### config.mk
export PLATFORM = sky130hd
export DESIGN_NAME = monitor_id_ddc_i2c_slave
export DESIGN_NICKNAME = d
export VERILOG_FILES = /design/src/hw/rtl/mon_id_pkg.sv /design/src/hw/rtl/monitor_id_ddc_i2c_slave.sv
export VERILOG_INCLUDE_DIRS = /design/src /design/src/hw/rtl
export SDC_FILE = /design/constraint.sdc
export NUM_CORES = 1
export LEC_CHECK = 0
export ABC_AREA = 1
export BUFFER_PORTS_ARGS = -buffer_cell sky130_fd_sc_hd__buf_4
export CORE_UTILIZATION = 30
export CTS_BUF_LIST = sky130_fd_sc_hd__clkbuf_16
export CTS_CLUSTER_SIZE = 25
export DETAILED_ROUTE_END_ITERATION = 10
export REMOVE_ABC_BUFFERS = 1
export SYNTH_ARGS = -nofsm -noshare
export SYNTH_HDL_FRONTEND = slang
export SYNTH_SLANG_ARGS = --single-unit
### constraint.sdc
create_clock -name aclk -period 3.9 [get_ports aclk]
set_input_delay 0.78 -clock aclk [delete_from_list [all_inputs] [get_ports aclk]]
set_output_delay 0.78 -clock aclk [all_outputs]
set_load 0.02 [all_outputs]
### src/hw/rtl/monitor_id_ddc_i2c_slave_assert.svh
// assertion helpers for the monitor id responder
`ifndef MONITOR_ID_DDC_I2C_SLAVE_ASSERT_SVH
`define MONITOR_ID_DDC_I2C_SLAVE_ASSERT_SVH

// same-cycle implication, checked outside reset
`define MID_ASSERT_NOW(label, ante, cons, msg) \
    label: assert property (@(posedge aclk) disable iff (!aresetn) (ante) |-> (cons)) \
        else $error(msg);

// next-cycle implication, checked outside reset
`define MID_ASSERT_NEXT(label, ante, cons, msg) \
    label: assert property (@(posedge aclk) disable iff (!aresetn) (ante) |=> (cons)) \
        else $error(msg);

`endif

### src/hw/rtl/mon_id_pkg.sv
`timescale 1ns / 1ps

package mon_id_pkg;

    typedef enum logic [2:0] {
        PH_STOP = 3'd0,
        PH_DEV  = 3'd1,
        PH_REG  = 3'd2,
        PH_DATA = 3'd3,
        PH_ACK  = 3'd4
    } phase_t;

    // configuration register indexes
    localparam logic [1:0] CFG_ID_MODE   = 2'd0;
    localparam logic [1:0] CFG_STD_SENSE = 2'd1;
    localparam logic [1:0] CFG_EXT_SENSE = 2'd2;

    localparam logic       FUNC_PIN   = 1'b0;
    localparam logic       FUNC_STORE = 1'b1;

    localparam logic       MODE_DDC   = 1'b0;

    // {dirs, levels} patterns with one line pulled low
    localparam logic [5:0] SENSE_KEY_HI  = 6'h23;
    localparam logic [5:0] SENSE_KEY_MID = 6'h15;
    localparam logic [5:0] SENSE_KEY_LO  = 6'h0E;

    localparam logic [2:0] STD_SENSE_RST = 3'd6;
    localparam logic [5:0] EXT_SENSE_RST = 6'h2B;

    // 0xA0 with the direction bit dropped (shifted right by one)
    localparam logic [6:0] EDID_SLAVE_ID = 7'h50;

endpackage

### src/hw/rtl/monitor_id_ddc_i2c_slave.sv
`timescale 1ns / 1ps
// m_read_levels is registered: a result is loaded into it when its input beat is taken
// throughput: one beat per cycle unless m_ready stalls the output; the edid store is a
//   single-port-read memory; its registered read feeds the next beat, so no beat waits
// reset: aresetn (synchronous, active low) returns the bus slave to the stop phase and
//   the config registers to their defaults; the edid store is not cleared
module monitor_id_ddc_i2c_slave #(
    parameter int EDID_BYTES = 128
) (
    input  logic       aclk,
    input  logic       aresetn,

    input  logic       cfg_wr_en,
    input  logic [1:0] cfg_index,
    input  logic [5:0] cfg_wdata,

    input  logic       s_valid,
    output logic       s_ready,
    input  logic       s_func,
    input  logic [2:0] s_pin_levels,
    input  logic [2:0] s_pin_dirs,
    input  logic [6:0] s_store_index,
    input  logic [7:0] s_store_byte,

    output logic       m_valid,
    input  logic       m_ready,
    output logic [2:0] m_read_levels
);

    localparam int ADDR_W = $clog2(EDID_BYTES);
    localparam logic [ADDR_W-1:0] LAST_ADDR = ADDR_W'(EDID_BYTES - 1);

    // config
    logic       id_mode_reg;
    logic [2:0] std_sense_reg;
    logic [5:0] ext_sense_reg;

    // bus slave state
    mon_id_pkg::phase_t phase_reg, phase_next;
    mon_id_pkg::phase_t pba_reg, pba_next;
    logic              prev_sda_reg, prev_sda_next;
    logic              prev_scl_reg, prev_scl_next;
    logic [2:0]        bit_reg, bit_next;
    logic [7:0]        shift_reg, shift_next;
    logic [7:0]        dev_byte_reg, dev_byte_next;
    logic [7:0]        reg_byte_reg, reg_byte_next;
    logic [ADDR_W-1:0] rptr_reg, rptr_next;
    logic              pend_reg, pend_next;

    logic              m_valid_reg;
    logic [2:0]        m_levels_reg, m_levels_next;

    // edid store
    logic [7:0]        edid_mem [EDID_BYTES];
    logic [7:0]        rdata_reg;
    logic [ADDR_W-1:0] raddr;
    logic              fetch;

    logic              accept;
    logic              scl, sda, sda_o, rose;
    logic [7:0]        shift_cur, shift_in;
    logic [5:0]        sense_key;
    logic [2:0]        sense_code;

    assign s_ready       = !m_valid_reg || m_ready;
    assign accept        = s_valid && s_ready;
    assign m_valid       = m_valid_reg;
    assign m_read_levels = m_levels_reg;

    // a byte fetched on the last accepted beat is registered and lands here on the next beat
    assign shift_cur = pend_reg ? rdata_reg : shift_reg;

    assign scl  = s_pin_dirs[1] ? s_pin_levels[1] : 1'b1;
    assign sda  = s_pin_dirs[2] ? s_pin_levels[2] : 1'b1;
    assign rose = scl && !prev_scl_reg;
    assign shift_in = {shift_cur[6:0], sda};

    assign sense_key = {s_pin_dirs, s_pin_levels};

    always_comb begin
        case (sense_key)
            mon_id_pkg::SENSE_KEY_HI:  sense_code = {1'b0, ext_sense_reg[5:4]};
            mon_id_pkg::SENSE_KEY_MID: sense_code = {ext_sense_reg[3], 1'b0, ext_sense_reg[2]};
            mon_id_pkg::SENSE_KEY_LO:  sense_code = {ext_sense_reg[1:0], 1'b0};
            default:                   sense_code = std_sense_reg;
        endcase
    end

    always_comb begin
        phase_next    = phase_reg;
        pba_next      = pba_reg;
        prev_sda_next = prev_sda_reg;
        prev_scl_next = prev_scl_reg;
        bit_next      = bit_reg;
        shift_next    = shift_cur;
        dev_byte_next = dev_byte_reg;
        reg_byte_next = reg_byte_reg;
        rptr_next     = rptr_reg;
        fetch         = 1'b0;
        raddr         = rptr_reg;
        sda_o         = sda;
        m_levels_next = 3'd0;

        if (s_func == mon_id_pkg::FUNC_PIN) begin
            if (id_mode_reg != mon_id_pkg::MODE_DDC) begin
                m_levels_next = sense_code;
            end else begin
                if (sda != prev_sda_reg) begin
                    // sda edge with scl high is start or stop
                    if (scl) begin
                        if (!sda) begin
                            phase_next = mon_id_pkg::PH_DEV;
                            bit_next   = 3'd0;
                        end else begin
                            phase_next = mon_id_pkg::PH_STOP;
                        end
                    end
                end else if (rose) begin
                    case (phase_reg)
                        mon_id_pkg::PH_ACK: begin
                            bit_next   = 3'd0;
                            shift_next = 8'd0;
                            case (pba_reg)
                                mon_id_pkg::PH_DEV: begin
                                    sda_o = (dev_byte_reg[7:1] == mon_id_pkg::EDID_SLAVE_ID)
                                            ? 1'b0 : 1'b1;
                                    if (dev_byte_reg[0]) begin
                                        phase_next = mon_id_pkg::PH_DATA;
                                        fetch      = 1'b1;
                                        raddr      = '0;
                                        rptr_next  = ADDR_W'(1);
                                    end else begin
                                        phase_next = mon_id_pkg::PH_REG;
                                    end
                                end
                                mon_id_pkg::PH_REG: begin
                                    phase_next = mon_id_pkg::PH_DATA;
                                    sda_o      = (reg_byte_reg == 8'd0) ? 1'b0 : 1'b1;
                                end
                                mon_id_pkg::PH_DATA: begin
                                    phase_next = mon_id_pkg::PH_DATA;
                                    if (dev_byte_reg[0]) begin
                                        // master ack loads the next byte
                                        if (!sda) begin
                                            fetch     = 1'b1;
                                            rptr_next = (rptr_reg == LAST_ADDR)
                                                        ? '0 : rptr_reg + ADDR_W'(1);
                                        end
                                    end else begin
                                        sda_o = 1'b0;
                                    end
                                end
                                default: begin
                                end
                            endcase
                        end
                        mon_id_pkg::PH_DEV, mon_id_pkg::PH_REG: begin
                            shift_next = shift_in;
                            if (bit_reg == 3'd7) begin
                                bit_next   = 3'd0;
                                pba_next   = phase_reg;
                                phase_next = mon_id_pkg::PH_ACK;
                                if (phase_reg == mon_id_pkg::PH_DEV) begin
                                    dev_byte_next = shift_in;
                                end else begin
                                    reg_byte_next = shift_in;
                                end
                            end else begin
                                bit_next = bit_reg + 3'd1;
                            end
                        end
                        mon_id_pkg::PH_DATA: begin
                            if (dev_byte_reg[0]) begin
                                sda_o = shift_cur[3'd7 - bit_reg];
                            end else begin
                                shift_next = shift_in;
                            end
                            if (bit_reg == 3'd7) begin
                                bit_next   = 3'd0;
                                pba_next   = mon_id_pkg::PH_DATA;
                                phase_next = mon_id_pkg::PH_ACK;
                            end else begin
                                bit_next = bit_reg + 3'd1;
                            end
                        end
                        default: begin
                        end
                    endcase
                end
                prev_sda_next = sda_o;
                prev_scl_next = scl;
                m_levels_next = {sda_o, scl, 1'b0};
            end
        end
    end

    assign pend_next = fetch;

    always_ff @(posedge aclk) begin
        if (!aresetn) begin
            id_mode_reg   <= 1'b0;
            std_sense_reg <= mon_id_pkg::STD_SENSE_RST;
            ext_sense_reg <= mon_id_pkg::EXT_SENSE_RST;
            phase_reg     <= mon_id_pkg::PH_STOP;
            pba_reg       <= mon_id_pkg::PH_STOP;
            prev_sda_reg  <= 1'b1;
            prev_scl_reg  <= 1'b1;
            bit_reg       <= 3'd0;
            shift_reg     <= 8'd0;
            dev_byte_reg  <= 8'd0;
            reg_byte_reg  <= 8'd0;
            rptr_reg      <= '0;
            pend_reg      <= 1'b0;
            m_valid_reg   <= 1'b0;
        end else begin
            if (cfg_wr_en) begin
                case (cfg_index)
                    mon_id_pkg::CFG_ID_MODE:   id_mode_reg   <= cfg_wdata[0];
                    mon_id_pkg::CFG_STD_SENSE: std_sense_reg <= cfg_wdata[2:0];
                    mon_id_pkg::CFG_EXT_SENSE: ext_sense_reg <= cfg_wdata;
                    default: begin
                    end
                endcase
            end
            if (accept) begin
                phase_reg    <= phase_next;
                pba_reg      <= pba_next;
                prev_sda_reg <= prev_sda_next;
                prev_scl_reg <= prev_scl_next;
                bit_reg      <= bit_next;
                shift_reg    <= shift_next;
                dev_byte_reg <= dev_byte_next;
                reg_byte_reg <= reg_byte_next;
                rptr_reg     <= rptr_next;
                pend_reg     <= pend_next;
            end
            if (accept) begin
                m_valid_reg <= 1'b1;
            end else if (m_ready) begin
                m_valid_reg <= 1'b0;
            end
        end
    end

    always_ff @(posedge aclk) begin
        if (accept) begin
            m_levels_reg <= m_levels_next;
        end
    end

    always_ff @(posedge aclk) begin
        if (accept && s_func == mon_id_pkg::FUNC_STORE) begin
            edid_mem[ADDR_W'(s_store_index)] <= s_store_byte;
        end
        if (accept && fetch) begin
            rdata_reg <= edid_mem[raddr];
        end
    end

`include "monitor_id_ddc_i2c_slave_assert.svh"

    `MID_ASSERT_NOW(a_ack_has_origin, phase_reg == mon_id_pkg::PH_ACK,
        pba_reg == mon_id_pkg::PH_DEV || pba_reg == mon_id_pkg::PH_REG ||
        pba_reg == mon_id_pkg::PH_DATA, "ack phase without a byte phase before it")
    `MID_ASSERT_NOW(a_pend_in_read, pend_reg,
        phase_reg == mon_id_pkg::PH_DATA && dev_byte_reg[0],
        "fetched byte pending outside a read transfer")
    `MID_ASSERT_NEXT(a_store_result, accept && s_func == mon_id_pkg::FUNC_STORE,
        m_valid && m_read_levels == 3'd0, "store write beat did not return zero")
    `MID_ASSERT_NEXT(a_beat_result, accept, m_valid, "accepted beat produced no result")

endmodule
== Yosys cells after proc, flatten, opt, wreduce, memory -nomap -nowiden ==
Memory sizes are Yosys's and may differ from the RTL's. A register that Yosys moved wholly into a read port is not among the register bits.
Index checks and enable logic that the tools add are counted.
W data, S select, Z words.

* Register bits after elaboration: 57
* RAM bits: 1024
* Input bits: 35
* Logic and storage cells: 141
* Memories kept: 1

* $add $sub $neg: 3
* Order comparisons: 1
* Equality and inequality tests: 25
* Mux-type cells: 63
* Bitwise operators: 4
* Reduce and logical (&&, ||, !) cells: 28

{| class="wikitable"
|+ Memory list
! memory !! words !! bits a word !! rd ports !! clocked after Yosys merged registers in !! wr ports !! line !! text
|-
| edid_mem || 128 || 8 || 1 || 1 || 1 || monitor_id_ddc_i2c_slave.sv:54 || <nowiki>logic [7:0] edid_mem [EDID_BYTES];</nowiki>
|}

{| class="wikitable"
|+ Operators by type and width
! kind !! number
|-
| $mux W7 || 11
|-
| $mux W8 || 6
|-
| $mux W3 || 12
|-
| $reduce_and A8 Y1 || 4
|-
| $pmux W3 S2 || 4
|-
| $pmux W8 S3 || 1
|-
| $mux W1 || 23
|-
| $eq A7 B7 Y1 const B || 2
|-
| $ne A2 B2 Y1 const B || 7
|-
| $pmux W7 S2 || 1
|-
| $eq A3 B2 Y1 const B || 4
|-
| $reduce_and A10 Y1 || 1
|-
| $pmux W3 S3 || 1
|-
| $logic_not A8 Y1 || 1
|-
| $reduce_bool A2 Y1 || 4
|-
| $add A7 B1 Y7 const B || 1
|-
| $reduce_and A7 Y1 || 1
|-
| $eq A3 B1 Y1 const B || 2
|-
| $eq A3 B3 Y1 const B || 2
|-
| $eq A6 B4 Y1 const B || 1
|-
| $eq A6 B5 Y1 const B || 1
|-
| $eq A6 B6 Y1 const B || 1
|-
| $reduce_and A2 Y1 || 3
|-
| $reduce_or A2 Y1 || 3
|-
| other kinds (19) || 27
|}

== Depth between registers and ports, before layout ==
* Word-level depth: 10
* Depth in mapped cells: 23

== Worst setup path after synthesis ==
OpenSTA, ideal clock, no wires.

* Path kind: input-to-reg
* Start point: in s_pin_dirs[2]
* End point: reg rdata_reg[5], read port of edid_mem (data pin)
* Arrival time: 2.880 ns
* Data required time: 3.647 ns
* Setup slack: 0.767 ns
* Stages: 21
* Path through: inv_1 nor2_1 inv_1 ha_1 nand2_1 clkinv_1 nand2_1 nor2_1 nand2_2 buf_6 buf_2 buf_2 nand3_1 nand3_1 nand3_1 nand3_1 nand3_1 nand3_1 nand2_1 nand2_1 nand2_1

* Longest elaborated chain between the ends: 10

{| class="wikitable"
|+ Ends and longest elaborated chain
! element !! line !! text
|-
| start: declaration || monitor_id_ddc_i2c_slave.sv:21 || <nowiki>input logic [2:0] s_pin_dirs,</nowiki>
|-
| $mux W1 (*) || monitor_id_ddc_i2c_slave.sv:74 || <nowiki>assign sda = s_pin_dirs[2] ? s_pin_levels[2] : 1'b1;</nowiki>
|-
| via sda || monitor_id_ddc_i2c_slave.sv:60 || <nowiki>logic scl, sda, sda_o, rose;</nowiki>
|-
| $mux W1 || monitor_id_ddc_i2c_slave.sv:144 || <nowiki>if (!sda) begin</nowiki>
|-
| $mux W1 || monitor_id_ddc_i2c_slave.sv:142 || <nowiki>if (dev_byte_reg[0]) begin</nowiki>
|-
| $pmux W1 S2 || monitor_id_ddc_i2c_slave.sv:123 || <nowiki>case (pba_reg)</nowiki>
|-
| $mux W1 || monitor_id_ddc_i2c_slave.sv:119 || <nowiki>case (phase_reg)</nowiki>
|-
| $mux W1 || monitor_id_ddc_i2c_slave.sv:118 || <nowiki>end else if (rose) begin</nowiki>
|-
| $mux W1 || monitor_id_ddc_i2c_slave.sv:108 || <nowiki>if (sda != prev_sda_reg) begin</nowiki>
|-
| $mux W1 || monitor_id_ddc_i2c_slave.sv:105 || <nowiki>if (id_mode_reg != mon_id_pkg::MODE_DDC) begin</nowiki>
|-
| $mux W1 || monitor_id_ddc_i2c_slave.sv:104 || <nowiki>if (s_func == mon_id_pkg::FUNC_PIN) begin</nowiki>
|-
| $logic_and A1 B1 Y1 || monitor_id_ddc_i2c_slave.sv:255 || <nowiki>if (accept && fetch) begin</nowiki>
|-
| end: declaration || monitor_id_ddc_i2c_slave.sv:55 || <nowiki>logic [7:0] rdata_reg;</nowiki>
|}

Mark *: on every way through the listed nets, which the timed path passes. The rest lies on a longest branch.
A chain may end at the register's enable or synchronous reset.

== Worst setup path after layout ==
* Start point: in s_pin_dirs[2]
* End point: reg rdata_reg[2], read port of edid_mem (data pin)

Same word-level chain as after synthesis.

==> flow_summary.toml <==
[cells_and_area]
area_growth_pct = 15.8
fin_util_pct = 35.0
largest_register_ffs = 1024
stdcell_count = 6694
nets = 4574
top_register = "edid_mem"
drive_above_1_share_pct = 11.3

[clocking]
cts_resized = 0
clkSinkCount = 1089
cts_buffers = 107
hold_buffers = 0
clk_pin_slew_ns = 0.06
clockBufferDepth = 3
insertion_delay_ns = 0.74
htreeDepth = 3
post-cts-setup-buffers = 0
cts_tree = "done"
cts-root-buf = "clkbuf_16"

[power_and_ir_drop]
power_frac_comb_pct = 2.0
netSwitchingFraction_pct = 20.9
pwr-share-seq_pct = 53.4
leakage_nw = 20.9
power.density_mw_per_mm2 = 433
vdd_drop_max_mv = 0.354
internal-power_mw = 19.0
p_sw_mw = 5.02
clockPowerShare_pct = 44.6

[place]
portBuffers = 39
dp_slack_ns = -0.0712
gp_congestion = 0.865
dp_cells = 6498
place_hpwl_mm = 81.6

[worst_setup_path]
critical-path-max-stage-delay_ns = 0.31
worst-endpoint-required_ns = 4.39
cpMaxStageDelayCell = "buf_12"
crit_type = "input pin to flip-flop"
startpoint_type = "input pin"
cp.arrival_ns = 3.71
setup.worst_path.end_class = "flip-flop"
crit_fanout = 64
crit_chain = "buf_4 -> inv_1 -> nor2_1 -> inv_1 -> ha_1 -> nand2_1 -> clkinv_1 -> nand2_1 -> nor2_1 -> buf_4 -> nand2_8 -> nand2_8 -> buf_12 -> nand2_1 -> nand3_1 -> nand3_1 -> nand3_1 -> nand3_1 -> nand3_1 -> nand2_1 -> nand2_1 -> nand2_1"
worst_path_most_repeated_cell = "nand2_1"

[synth]
synth_xor_area_share_pct = 0
synth_cell_types = 40
synth_area_leaders = "edfxtp_1 (65%), nand3_1 (10%), nand2_1 (5.9%)"
synth_mux_area_share_pct = 0
synth_compound_area_share_pct = 2.26
yosys.area_share.simple_pct = 23.9
synth_most_common_cell = "edfxtp_1"
yosysTopAreaCell = "edfxtp_1"
seq_area_frac_synth_pct = 67.2
synthArstFlopShare_pct = 0
synth_top_family_by_area = "simple AND/OR/NAND/NOR gates"
synth_common_cells = "edfxtp_1 (1035), nand3_1 (994), nand2_1 (756)"
yosys_warnings = 0
synth_cells = 4429
synth-seq-cells = 1089
syn_area_sq_mm = 0.0479
yosys.area_share.adder_pct = 0.105
synth_flop_cell = "edfxtp_1"
syn_area_per_cell_sq_um = 10.8
synth_top_area_share_pct = 64.9
synth_edf_count = 1035

[min_path]
hold_class = "input pin to flip-flop"

[floorplanning]
initial_utilization_pct = 30.2
num_io_pins = 40
die_x_um = 401
dieHeight_um = 401
die_area_sq_mm = 0.161
fp-row-count = 146
coreArea_sq_mm = 0.158

[route]
drc = 0
viasPerCell = 4.99
drt_iter0_markers = 3959
totalWireLength_mm = 136
avgRoutedWirePerCell_um = 20.3
antenna_left = 0
drtPass1Iterations = 6
vias = 33391

[sta]
worst_pin_slew_ns = 0.913
setup_ws_ns = 0.679
fin_tns_setup_ns = 0
period_needed_ns = 3.22
rsz0062_at_grt = "false"
final.period_utilization_pct = 82.6
slew_violations = 0
clock_skew_ns = 0.0586
finalHoldViolCount = 0
slew_headroom_pct = 39.1
finalSetupViolations = 0
max_freq_mhz = 310

[global_route]
grt_max_degree = 112
grt_usage_pct = 16.5
grt-ovfl-total = 0
grt_first_pass_wirelength_mm = 203
grt_pass1_vias = 32280
antenna_found_initial = 2

[run_status]
status = "finished clean"

[flow_run]
max-cap-violations = 0
## metal layers
metal	global-route usage, %	up-vias	wire, um
li1	-	15525	-
met1	23.1	16355	59300
met2	25.6	1258	61000
met3	3.08	251	10600
met4	5.78	2	4770
met5	0	-	10
## worst max-delay path: cells and delay by family
family                     cells  cell delay, ns
buffers and inverters          6            0.73
and+or+nand+nor               15            1.87
adders and majority gates      1            0.29
## power by group through the flow
| stage | Clock [mW] | Sequential [mW] | Combinational (mW) |
|---|---|---|---|
| final | 10.7 | 12.8 | 0.482 |
| after floorplan | 0 | 13.1 | 0.109 |
| after CTS | 10.8 | 12.8 | 0.481 |
| after global routing | 11.3 | 12.8 | 0.514 |
| after detailed placement | 0 | 13.1 | 0.480 |
| after global placement | 0 | 13.1 | 0.474 |
## kinds of logic after synthesis
family,after synthesis
AO/OA/AOI/OAI,190
adder cells (fa/ha/maj),4
buffers and inverters,727
flip-flops,1089
AND/OR/NAND/NOR,2419
## cells in the final DEF, fill, tap and decap left out, drive strengths merged, types with 52 or more instances in the layout
| cell type | n |
|---|---|
| edfxtp | 1035 |
| buf | 282 |
| nor2 | 339 |
| clkinv | 52 |
| o21ai | 103 |
| nand3 | 994 |
| or2 | 53 |
| inv | 454 |
| nand3b | 232 |
| nand2 | 761 |
| clkbuf | 109 |
| dfxtp | 54 |
## worst paths after layout
path                                       from          endpoint  slack (ns)  depth (start not counted)
worst max-delay path              s_pin_dirs[2]      rdata_reg[2]        0.68                         22
worst min-delay path               cfg_wdata[5]  ext_sense_reg[5]        0.30                          3
worst max register to register     prev_sda_reg      rdata_reg[2]        0.73                         18
worst min register to register  reg_byte_reg[4]   reg_byte_reg[4]        0.45                          2
## final cells by class
cell class                 count  area (sq um)
fill                       15540        103000
sequential                  1089         32200
multi-input combinational   2613         12600
timing repair buffer         282          2770
clock buffer                 109          2730
tap                         2072          2590
inverter                     442          1670
clock inverter                86           887
antenna                        1          2.50
## per-stage QoR
step | power, mW | hold WS (ns) | cell area (sq um)
floorplan | 13.2 | 0.428 | 46400
global placement | 13.5 | 0.438 | 51800
detailed placement | 13.6 | 0.446 | 51800
CTS | 24.1 | 0.252 | 55400
global route | 24.6 | 0.276 | 55400
finish | 24.0 | 0.303 | 55400
No activity file was read; power rests on OpenSTA's default activity.
